## config.mk

```make
export PLATFORM = sky130hd
export DESIGN_NAME = button_digit_setter_fsm
export DESIGN_NICKNAME = d
export VERILOG_FILES = /design/src/bds_pkg.sv /design/src/button_digit_setter_fsm.sv /design/src/bds_core.sv
export VERILOG_INCLUDE_DIRS = /design/src /design/src/src
export SDC_FILE = /design/constraint.sdc
export NUM_CORES = 1
export LEC_CHECK = 0
export BUFFER_PORTS_ARGS = -buffer_cell sky130_fd_sc_hd__buf_2
export CAP_MARGIN = 10
export CORE_MARGIN = 4
export CORE_UTILIZATION = 63
export DETAILED_ROUTE_END_ITERATION = 7
export GPL_ROUTABILITY_DRIVEN = 0
export PLACE_DENSITY_LB_ADDON = 0.12
export SYNTH_ARGS = -nofsm -noshare
export SYNTH_HDL_FRONTEND = slang
export SYNTH_SLANG_ARGS = --single-unit
```

## constraint.sdc

```tcl
create_clock -name clk -period 4.2 [get_ports clk]
set_input_delay 0.21 -clock clk [delete_from_list [all_inputs] [get_ports clk]]
set_output_delay 0.21 -clock clk [all_outputs]
set_load 0.005 [all_outputs]
```

## src/button_digit_setter_fsm_macros.svh

```systemverilog
// Assertion macros used by the digit setter top level.
`ifndef BUTTON_DIGIT_SETTER_FSM_MACROS_SVH
`define BUTTON_DIGIT_SETTER_FSM_MACROS_SVH

// Check that a condition implies a consequence in the same cycle.
`define BDS_ASSERT_IMP(lbl, ante, cons) \
  lbl: assert property (@(posedge clk) disable iff (rst) (ante) |-> (cons)) \
    else $error("bds same-cycle check failed");

// Check that a condition implies a consequence in the next cycle.
`define BDS_ASSERT_NEXT(lbl, ante, cons) \
  lbl: assert property (@(posedge clk) disable iff (rst) (ante) |=> (cons)) \
    else $error("bds next-cycle check failed");

`endif

```

## src/bds_pkg.sv

```systemverilog
// Shared types, register indexes and reset values of the digit setter.
package bds_pkg;

  localparam int unsigned CfgIndexWidth = 3;
  localparam int unsigned CfgDataWidth  = 16;

  // Configuration register indexes
  localparam logic [CfgIndexWidth-1:0] REG_TICKS_PER_SECOND = 3'd0;
  localparam logic [CfgIndexWidth-1:0] REG_BLINK_TICKS      = 3'd1;
  localparam logic [CfgIndexWidth-1:0] REG_COUNTDOWN_TICKS  = 3'd2;
  localparam logic [CfgIndexWidth-1:0] REG_HOLD_SECONDS     = 3'd3;
  localparam logic [CfgIndexWidth-1:0] REG_IDLE_SECONDS     = 3'd4;

  // Reset values of the configuration registers
  localparam logic [15:0] RESET_TICKS_PER_SECOND = 16'd100;
  localparam logic [15:0] RESET_BLINK_TICKS      = 16'd100;
  localparam logic [15:0] RESET_COUNTDOWN_TICKS  = 16'd100;
  localparam logic [3:0]  RESET_HOLD_SECONDS     = 4'd3;
  localparam logic [5:0]  RESET_IDLE_SECONDS     = 6'd10;

  // Reset value of the digit and the display latch
  localparam logic [3:0] RESET_DIGIT = 4'd5;

  typedef struct packed {
    logic [15:0] ticks_per_second;
    logic [15:0] blink_ticks;
    logic [15:0] countdown_ticks;
    logic [3:0]  hold_seconds;
    logic [5:0]  idle_seconds;
  } bds_cfg_t;

  typedef struct packed {
    logic [3:0] shown_digit;
    logic       led_on;
    logic [2:0] mode_now;
  } bds_result_t;

endpackage

```

## src/button_digit_setter_fsm.sv

```systemverilog
// Top level of the button digit setter: config registers, step core, result register.
//
//  channel | direction | handshake            | payload
//  --------+-----------+----------------------+------------------------------------
//  in      | input     | in_valid / in_stall  | inc_level, dec_level, clear_level
//  out     | output    | out_valid / out_stall| shown_digit, led_on, mode_now
//  cfg     | input     | cfg_valid / cfg_ready| cfg_index, cfg_data
//
// One item per cycle unless stalled: the step is combinational from the state registers
// into the one-deep result register, so a result appears the cycle after its item.
// in_stall rises only while a result waits in that register and out_stall is high.
// Reset (rst, synchronous) restores the core state, out_valid and the register defaults at once.
// cfg_ready is always high; writes take effect when the core next loads that value.
`include "button_digit_setter_fsm_macros.svh"

module button_digit_setter_fsm (
  input  logic                                clk,
  input  logic                                rst,
  input  logic                                in_valid,
  output logic                                in_stall,
  input  logic                                inc_level,
  input  logic                                dec_level,
  input  logic                                clear_level,
  output logic                                out_valid,
  input  logic                                out_stall,
  output logic [3:0]                          shown_digit,
  output logic                                led_on,
  output logic [2:0]                          mode_now,
  input  logic                                cfg_valid,
  output logic                                cfg_ready,
  input  logic [bds_pkg::CfgIndexWidth-1:0]   cfg_index,
  input  logic [bds_pkg::CfgDataWidth-1:0]    cfg_data
);

  bds_pkg::bds_cfg_t    cfg;
  bds_pkg::bds_result_t result;
  logic                 accept;

  assign cfg_ready = 1'b1;
  assign in_stall  = out_valid & out_stall;
  assign accept    = in_valid & ~in_stall;

  // Write configuration registers
  always_ff @(posedge clk) begin
    if (rst) begin
      cfg.ticks_per_second <= bds_pkg::RESET_TICKS_PER_SECOND;
      cfg.blink_ticks      <= bds_pkg::RESET_BLINK_TICKS;
      cfg.countdown_ticks  <= bds_pkg::RESET_COUNTDOWN_TICKS;
      cfg.hold_seconds     <= bds_pkg::RESET_HOLD_SECONDS;
      cfg.idle_seconds     <= bds_pkg::RESET_IDLE_SECONDS;
    end else if (cfg_valid && cfg_ready) begin
      case (cfg_index)
        bds_pkg::REG_TICKS_PER_SECOND: cfg.ticks_per_second <= cfg_data;
        bds_pkg::REG_BLINK_TICKS:      cfg.blink_ticks      <= cfg_data;
        bds_pkg::REG_COUNTDOWN_TICKS:  cfg.countdown_ticks  <= cfg_data;
        bds_pkg::REG_HOLD_SECONDS:     cfg.hold_seconds     <= cfg_data[3:0];
        bds_pkg::REG_IDLE_SECONDS:     cfg.idle_seconds     <= cfg_data[5:0];
        default: ;
      endcase
    end
  end

  bds_core u_core (
    .clk         (clk),
    .rst         (rst),
    .step        (accept),
    .inc_level   (inc_level),
    .dec_level   (dec_level),
    .clear_level (clear_level),
    .cfg         (cfg),
    .result      (result)
  );

  // Result register valid: load on accept, drop when taken
  always_ff @(posedge clk) begin
    if (rst) begin
      out_valid <= 1'b0;
    end else if (accept) begin
      out_valid <= 1'b1;
    end else if (!out_stall) begin
      out_valid <= 1'b0;
    end
  end

  // Result register payload
  always_ff @(posedge clk) begin
    if (accept) begin
      shown_digit <= result.shown_digit;
      led_on      <= result.led_on;
      mode_now    <= result.mode_now;
    end
  end

  `BDS_ASSERT_NEXT(a_accept_gives_result, accept, out_valid)
  `BDS_ASSERT_NEXT(a_drain_empties, out_valid && !out_stall && !accept, !out_valid)
  `BDS_ASSERT_IMP(a_digit_range, out_valid, shown_digit <= 4'd9)
  `BDS_ASSERT_IMP(a_mode_code, out_valid, mode_now != 3'd7)

endmodule

```

## src/bds_core.sv

```systemverilog
// Timer bank and mode state machine: one step per accepted tick item.
module bds_core (
  input  logic                 clk,
  input  logic                 rst,
  input  logic                 step,
  input  logic                 inc_level,
  input  logic                 dec_level,
  input  logic                 clear_level,
  input  bds_pkg::bds_cfg_t    cfg,
  output bds_pkg::bds_result_t result
);

  typedef enum logic [2:0] {
    MODE_NORMAL    = 3'd0,
    MODE_INC       = 3'd1,
    MODE_DEC       = 3'd2,
    MODE_CLEAR     = 3'd3,
    MODE_INC_REP   = 3'd4,
    MODE_DEC_REP   = 3'd5,
    MODE_COUNTDOWN = 3'd6
  } mode_t;

  localparam int unsigned T_REPEAT = 0;
  localparam int unsigned T_HOLD   = 1;
  localparam int unsigned T_IDLE   = 2;
  localparam int unsigned T_BLINK  = 3;

  mode_t            mode, mode_next;
  logic [3:0]       digit, digit_next;
  logic [3:0]       countdown_copy, countdown_copy_next;
  logic [3:0]       display_latch, display_latch_next;
  logic             led_level, led_level_next;
  logic [3:0][15:0] timer_count, timer_count_next;
  logic [3:0]       timer_expired, timer_expired_next;
  logic [3:0]       inc_hold_left, inc_hold_left_next;
  logic [3:0]       dec_hold_left, dec_hold_left_next;
  logic [1:0]       hold_reached, hold_reached_next;
  logic [5:0]       idle_left, idle_left_next;
  logic             idle_reached, idle_reached_next;
  logic [1:0]       press_done, press_done_next;

  function automatic logic [3:0] digit_up(input logic [3:0] d);
    return (d >= 4'd9) ? 4'd0 : d + 4'd1;
  endfunction

  function automatic logic [3:0] digit_down(input logic [3:0] d);
    return (d == 4'd0 || d > 4'd9) ? 4'd9 : d - 4'd1;
  endfunction

  // Compute the whole step for the current tick
  always_comb begin
    logic       w;
    logic       lvl;
    logic [3:0] left;
    logic       restart;

    mode_next           = mode;
    digit_next          = digit;
    countdown_copy_next = countdown_copy;
    display_latch_next  = display_latch;
    led_level_next      = led_level;
    inc_hold_left_next  = inc_hold_left;
    dec_hold_left_next  = dec_hold_left;
    hold_reached_next   = hold_reached;
    idle_left_next      = idle_left;
    idle_reached_next   = idle_reached;
    press_done_next     = press_done;
    w                   = 1'b0;
    lvl                 = 1'b0;
    left                = 4'd0;
    restart             = 1'b0;

    // Count all timers down, flag the ones that reach zero
    for (int i = 0; i < 4; i++) begin
      if (timer_count[i] != 16'd0) begin
        timer_count_next[i]   = timer_count[i] - 16'd1;
        timer_expired_next[i] = timer_expired[i] | (timer_count[i] == 16'd1);
      end else begin
        timer_count_next[i]   = 16'd0;
        timer_expired_next[i] = timer_expired[i];
      end
    end

    // Toggle the LED on blink expiry (every mode does this)
    if (timer_expired_next[T_BLINK]) begin
      timer_count_next[T_BLINK]   = cfg.blink_ticks;
      timer_expired_next[T_BLINK] = 1'b0;
      led_level_next              = ~led_level;
    end

    case (mode)
      MODE_INC, MODE_DEC: begin
        w   = (mode == MODE_DEC);
        lvl = w ? dec_level : inc_level;
        if (!press_done[w]) begin
          digit_next         = w ? digit_down(digit) : digit_up(digit);
          display_latch_next = digit_next;
          press_done_next[w] = 1'b1;
        end
        // One-second hold check
        if (timer_expired_next[T_HOLD]) begin
          timer_count_next[T_HOLD]   = cfg.ticks_per_second;
          timer_expired_next[T_HOLD] = 1'b0;
          if (lvl) begin
            left = w ? dec_hold_left : inc_hold_left;
            if (left != 4'd0) left = left - 4'd1;
            if (left == 4'd0) hold_reached_next[w] = 1'b1;
            if (w) dec_hold_left_next = left;
            else inc_hold_left_next = left;
          end
        end
        if (hold_reached_next[w]) mode_next = w ? MODE_DEC_REP : MODE_INC_REP;
        if (!lvl) begin
          mode_next          = MODE_NORMAL;
          press_done_next[w] = 1'b0;
          restart            = 1'b1;
        end
      end
      MODE_CLEAR: begin
        digit_next         = 4'd0;
        display_latch_next = 4'd0;
        if (!clear_level) begin
          mode_next = MODE_NORMAL;
          restart   = 1'b1;
        end
      end
      MODE_INC_REP, MODE_DEC_REP: begin
        w   = (mode == MODE_DEC_REP);
        lvl = w ? dec_level : inc_level;
        if (timer_expired_next[T_REPEAT]) begin
          timer_count_next[T_REPEAT]   = cfg.ticks_per_second;
          timer_expired_next[T_REPEAT] = 1'b0;
          digit_next         = w ? digit_down(digit) : digit_up(digit);
          display_latch_next = digit_next;
        end
        if (!lvl) begin
          mode_next          = MODE_NORMAL;
          press_done_next[w] = 1'b0;
          restart            = 1'b1;
        end
      end
      MODE_COUNTDOWN: begin
        if (timer_expired_next[T_IDLE]) begin
          timer_count_next[T_IDLE]   = cfg.countdown_ticks;
          timer_expired_next[T_IDLE] = 1'b0;
          if (countdown_copy != 4'd0) countdown_copy_next = countdown_copy - 4'd1;
          display_latch_next = countdown_copy_next;
        end
        // Leave on a press: increment steps down, decrement steps up
        if (inc_level) begin
          digit_next = digit_down(digit);
          mode_next  = MODE_NORMAL;
          restart    = 1'b1;
        end else if (dec_level) begin
          digit_next = digit_up(digit);
          mode_next  = MODE_NORMAL;
          restart    = 1'b1;
        end
      end
      default: begin
        mode_next          = MODE_NORMAL;
        inc_hold_left_next = cfg.hold_seconds;
        dec_hold_left_next = cfg.hold_seconds;
        hold_reached_next  = 2'b00;
        display_latch_next = digit;
        // One-second idle check
        if (timer_expired_next[T_IDLE]) begin
          timer_count_next[T_IDLE]   = cfg.ticks_per_second;
          timer_expired_next[T_IDLE] = 1'b0;
          if (idle_left != 6'd0) idle_left_next = idle_left - 6'd1;
          if (idle_left_next == 6'd0) idle_reached_next = 1'b1;
        end
        // Enter countdown with the first step due on the next tick
        if (idle_reached_next) begin
          mode_next                  = MODE_COUNTDOWN;
          timer_expired_next[T_IDLE] = 1'b1;
          countdown_copy_next        = digit;
        end
        if (inc_level || dec_level) begin
          mode_next                    = inc_level ? MODE_INC : MODE_DEC;
          timer_count_next[T_HOLD]     = cfg.ticks_per_second;
          timer_expired_next[T_HOLD]   = 1'b0;
          timer_count_next[T_REPEAT]   = cfg.ticks_per_second;
          timer_expired_next[T_REPEAT] = 1'b0;
        end
        if (clear_level) mode_next = MODE_CLEAR;
      end
    endcase

    // Restart the idle second count on return to normal
    if (restart) begin
      idle_left_next             = cfg.idle_seconds;
      idle_reached_next          = 1'b0;
      timer_count_next[T_IDLE]   = cfg.ticks_per_second;
      timer_expired_next[T_IDLE] = 1'b0;
    end
  end

  // Hold state, advance on each accepted item
  always_ff @(posedge clk) begin
    if (rst) begin
      mode           <= MODE_NORMAL;
      digit          <= bds_pkg::RESET_DIGIT;
      countdown_copy <= 4'd0;
      display_latch  <= bds_pkg::RESET_DIGIT;
      led_level      <= 1'b0;
      timer_count    <= {bds_pkg::RESET_BLINK_TICKS, bds_pkg::RESET_TICKS_PER_SECOND,
                         16'd0, 16'd0};
      timer_expired  <= 4'b0000;
      inc_hold_left  <= bds_pkg::RESET_HOLD_SECONDS;
      dec_hold_left  <= bds_pkg::RESET_HOLD_SECONDS;
      hold_reached   <= 2'b00;
      idle_left      <= bds_pkg::RESET_IDLE_SECONDS;
      idle_reached   <= 1'b0;
      press_done     <= 2'b00;
    end else if (step) begin
      mode           <= mode_next;
      digit          <= digit_next;
      countdown_copy <= countdown_copy_next;
      display_latch  <= display_latch_next;
      led_level      <= led_level_next;
      timer_count    <= timer_count_next;
      timer_expired  <= timer_expired_next;
      inc_hold_left  <= inc_hold_left_next;
      dec_hold_left  <= dec_hold_left_next;
      hold_reached   <= hold_reached_next;
      idle_left      <= idle_left_next;
      idle_reached   <= idle_reached_next;
      press_done     <= press_done_next;
    end
  end

  // Result of this step
  assign result.shown_digit = display_latch_next;
  assign result.led_on      = led_level_next;
  assign result.mode_now    = mode_next;

endmodule

```

==> flow_summary.yaml <==
die:
  die_h_um: 134
  die-area_um2: 18000
  fp.dieW_um: 134
  core-area_um2: 15400
  initial_utilization_pct: 65.2
  io_pins: 38
  std_cell_rows: 45
logic_synthesis:
  async_flop_share_pct: 0
  synth-main-ff-cell: "dfxtp_1"
  synth_xor_area_share_pct: 2.71
  synth_fa_ha_area_share_pct: 2.00
  yosysUniqueCellTypes: 82
  yosysWarnings: 0
  ys_seq_area_share_pct: 34.6
  avgSynthCellArea_um2: 7.62
  synthCells: 1315
  syn_area_um2: 10000
  synth_edf_count: 8
  synth_top_family_by_area: "compound AO/OA/AOI/OAI gates"
  synth-simple-area-share_pct: 24.6
  muxShareOfSynthArea_pct: 3.06
  synth-seq-cells: 169
  synth_compound_area_share_pct: 27.9
  synth_fp_nets: 1358
clock_tree:
  cts_setup_buffers: 0
  cts_tree: "yes"
  clock_sinks: 169
  numCtsBuffers: 17
  hold_buffers: 1
  ctsRootBufferMaster: "clkbuf_16"
  cts_buffer_depth: 2
  h-tree-depth: 4
  clk-insertion-delay-late_ps: 450
  clk_pin_slew_ps: 70
  cts_resized: 0
worst_hold_path:
  hold_path.class: "in2reg"
final_layout:
  finish.utilization_pct: 70.2
  fin_nets: 1336
  final_common_cell: "nand2_1"
  fin_cells: 1517
  n_antenna_cell: 0
  syn_to_final_growth_pct: 7.77
  drive_above_1_share_pct: 9.72
  fin_area_um2: 10800
  final_cell_mix: "nand2_1 (201), dfxtp_1 (161), a21oi_1 (146)"
timing:
  slew_violations: 0
  slew_headroom_pct: 29.7
  fin_tns_setup_ps: 0
  period_share_pct: 76.0
  setup_violations: 0
  fin_crit_ps: 3190
  worst_slew_pin_slew_ps: 1050
  layout_setup_ws_ps: 1010
  holdWs_ps: 38.6
  rsz0062_at_grt: "false"
  hold_viol: 0
  fmax_mhz: 313
  clock_skew_ps: 12.7
drt:
  drt_pass1_iterations: 6
  wl_met2_um: 13000
  dr_total_vias: 10200
  wl_met1_um: 12400
  wire_per_inst_um: 19.0
  highest_layer: "met4"
  antenna_left: 0
  viasPerCell: 6.70
  wl_met3_um: 2730
  wl_um: 28800
  drtIter0Drc: 1200
  drc: 0
grt:
  grt_pass1_wl_um: 47100
  antenna_found_initial: 1
  grt_usage_pct: 32.0
  grt_max_degree: 62
  grt_pass1_vias: 9327
  overflow: 0
critical_path:
  endpoint: "u_core.timer_count[43]"
  reg2reg_setup_slack_ps: 1010
  path_max_fanout: 42
  cpPeakStageDelay_ps: 610
  path_cells: "buf_4, or3b_1, a21oi_1, a311oi_2, buf_4, nor2_1, a21o_1, a222oi_1, a21oi_1"
  r2r-end: "u_core.timer_count[43]"
  critPathSlowestCell: "or3b_1"
  endpoint_kind: "flip-flop"
  cp.required_ps: 4490
  r2r-start: "u_core.mode[0]"
  critPathLaunchType: "flip-flop"
  critPathLaunch: "u_core.mode[0]"
  cp.arrival_ps: 3480
  reg2reg_depth: 9
  worstSetupPathType: "reg2reg"
pwr:
  power_mw: 4.58
  powerDensity_nw_per_um2: 425
  ir_worst_vdd_v: 0.000440
  p_leak_nw: 3.88
place:
  io_buffers: 36
  place_ws_ps: 1090
  placed_cells: 1484
  dpl.hpwl_um: 19100
  dpl_cell_area_um2: 10200
outcome:
  outcome: "completed"
job:
  maxCapViolCount: 0
==> Yosys cell counts (6+ instances only) <==
library cell  instances  share of area [%]
o211ai_1             18                1.3
a21oi_1             146                7.3
xnor2_1              17                1.5
o221ai_1              9               0.79
nor2b_1               9               0.56
nor4_1               18                1.1
nor2_1              103                3.9
dfxtp_1             161                 32
o21ai_0              77                3.8
ha_1                 16                2.0
a31oi_1              17                1.1
a32o_1                7               0.70
or4_1                 6               0.45
and3_1                9               0.56
nand2_1             202                7.6
o22ai_1              22                1.4
xor2_1               14                1.2
nand3_1              40                2.0
buf_2                14               0.70
nand2b_1             11               0.69
a32oi_1               7               0.61
mux2_2                9                1.0
buf_1                 8               0.30
a211oi_1             24                1.8
o31ai_1              11               0.82
edfxtp_1              8                2.4
and2_1                7               0.44
mux2i_1              19                1.9
inv_1                30                1.1
nor3_1               60                3.0
clkbuf_1             65                2.4
or3_1                12               0.75
a22oi_1              16                1.2
a221oi_1             11               0.96
==> state kept, by name (all words and copies together), names as in the netlist, 4 cells and up, named ones only <==
register               count
u_core.timer_count        64
cfg                       58
u_core.idle_left           6
shown_digit                4
u_core.countdown_copy      4
u_core.dec_hold_left       4
u_core.digit               4
u_core.display_latch       4
u_core.inc_hold_left       4
==> cells by family (layout without fill, tap and decap cells) <==
logic type	after synthesis	after routing
adder cells (fa/ha/maj)	16	16
multiplexers	29	29
AO/OA/AOI/OAI	429	429
AND/OR/NAND/NOR	516	516
buffers and inverters	124	115
flip-flops	169	169
XOR/XNOR	31	31
other	1	1
==> power by group <==
part           switching (mW)  internal [mW]  leakage (nW)
Combinational           0.706          0.426          2.21
Clock                   0.745          0.862         0.287
Sequential              0.127           1.72          1.39
==> worst max-delay path, delay by kind of cell, from the launching register on <==
| kind | cells | cell delay [ps] |
|---|---|---|
| AO/OA/AOI/OAI | 5 | 1270 |
| AND/OR/NAND/NOR | 2 | 720 |
| buffers and inverters | 2 | 670 |
| flip-flops | 1 | 370 |
==> final cells by class <==
type | instances | area [µm²]
inverter | 31 | 116
clock buffer | 19 | 443
multi-input combinational | 1022 | 6040
clock inverter | 13 | 160
sequential | 169 | 3460
tap | 211 | 264
fill | 1299 | 4570
timing repair buffer | 52 | 305
==> metal layers <==
layer	vias to the layer above	global-route usage (%)
li1	4791	-
met1	4803	44.5
met2	512	49.6
met3	55	6.38
met4	0	11.7
met5	-	0
==> worst min-delay path by stage <==
stage           endpoint         from  slack (ps)  cells past startpoint
2_1_floorplan  out_valid     in_valid         330                      1
3_3_place_gp      cfg[2]       cfg[2]         440                      2
3_5_place_dp     cfg[17]      cfg[17]         450                      2
4_1_cts          cfg[49]  cfg_data[7]          30                      3
5_1_grt          cfg[34]  cfg_data[8]          40                      3
6_report         cfg[17]  cfg_data[7]          40                      3
(Power assumes the default switching activity.)
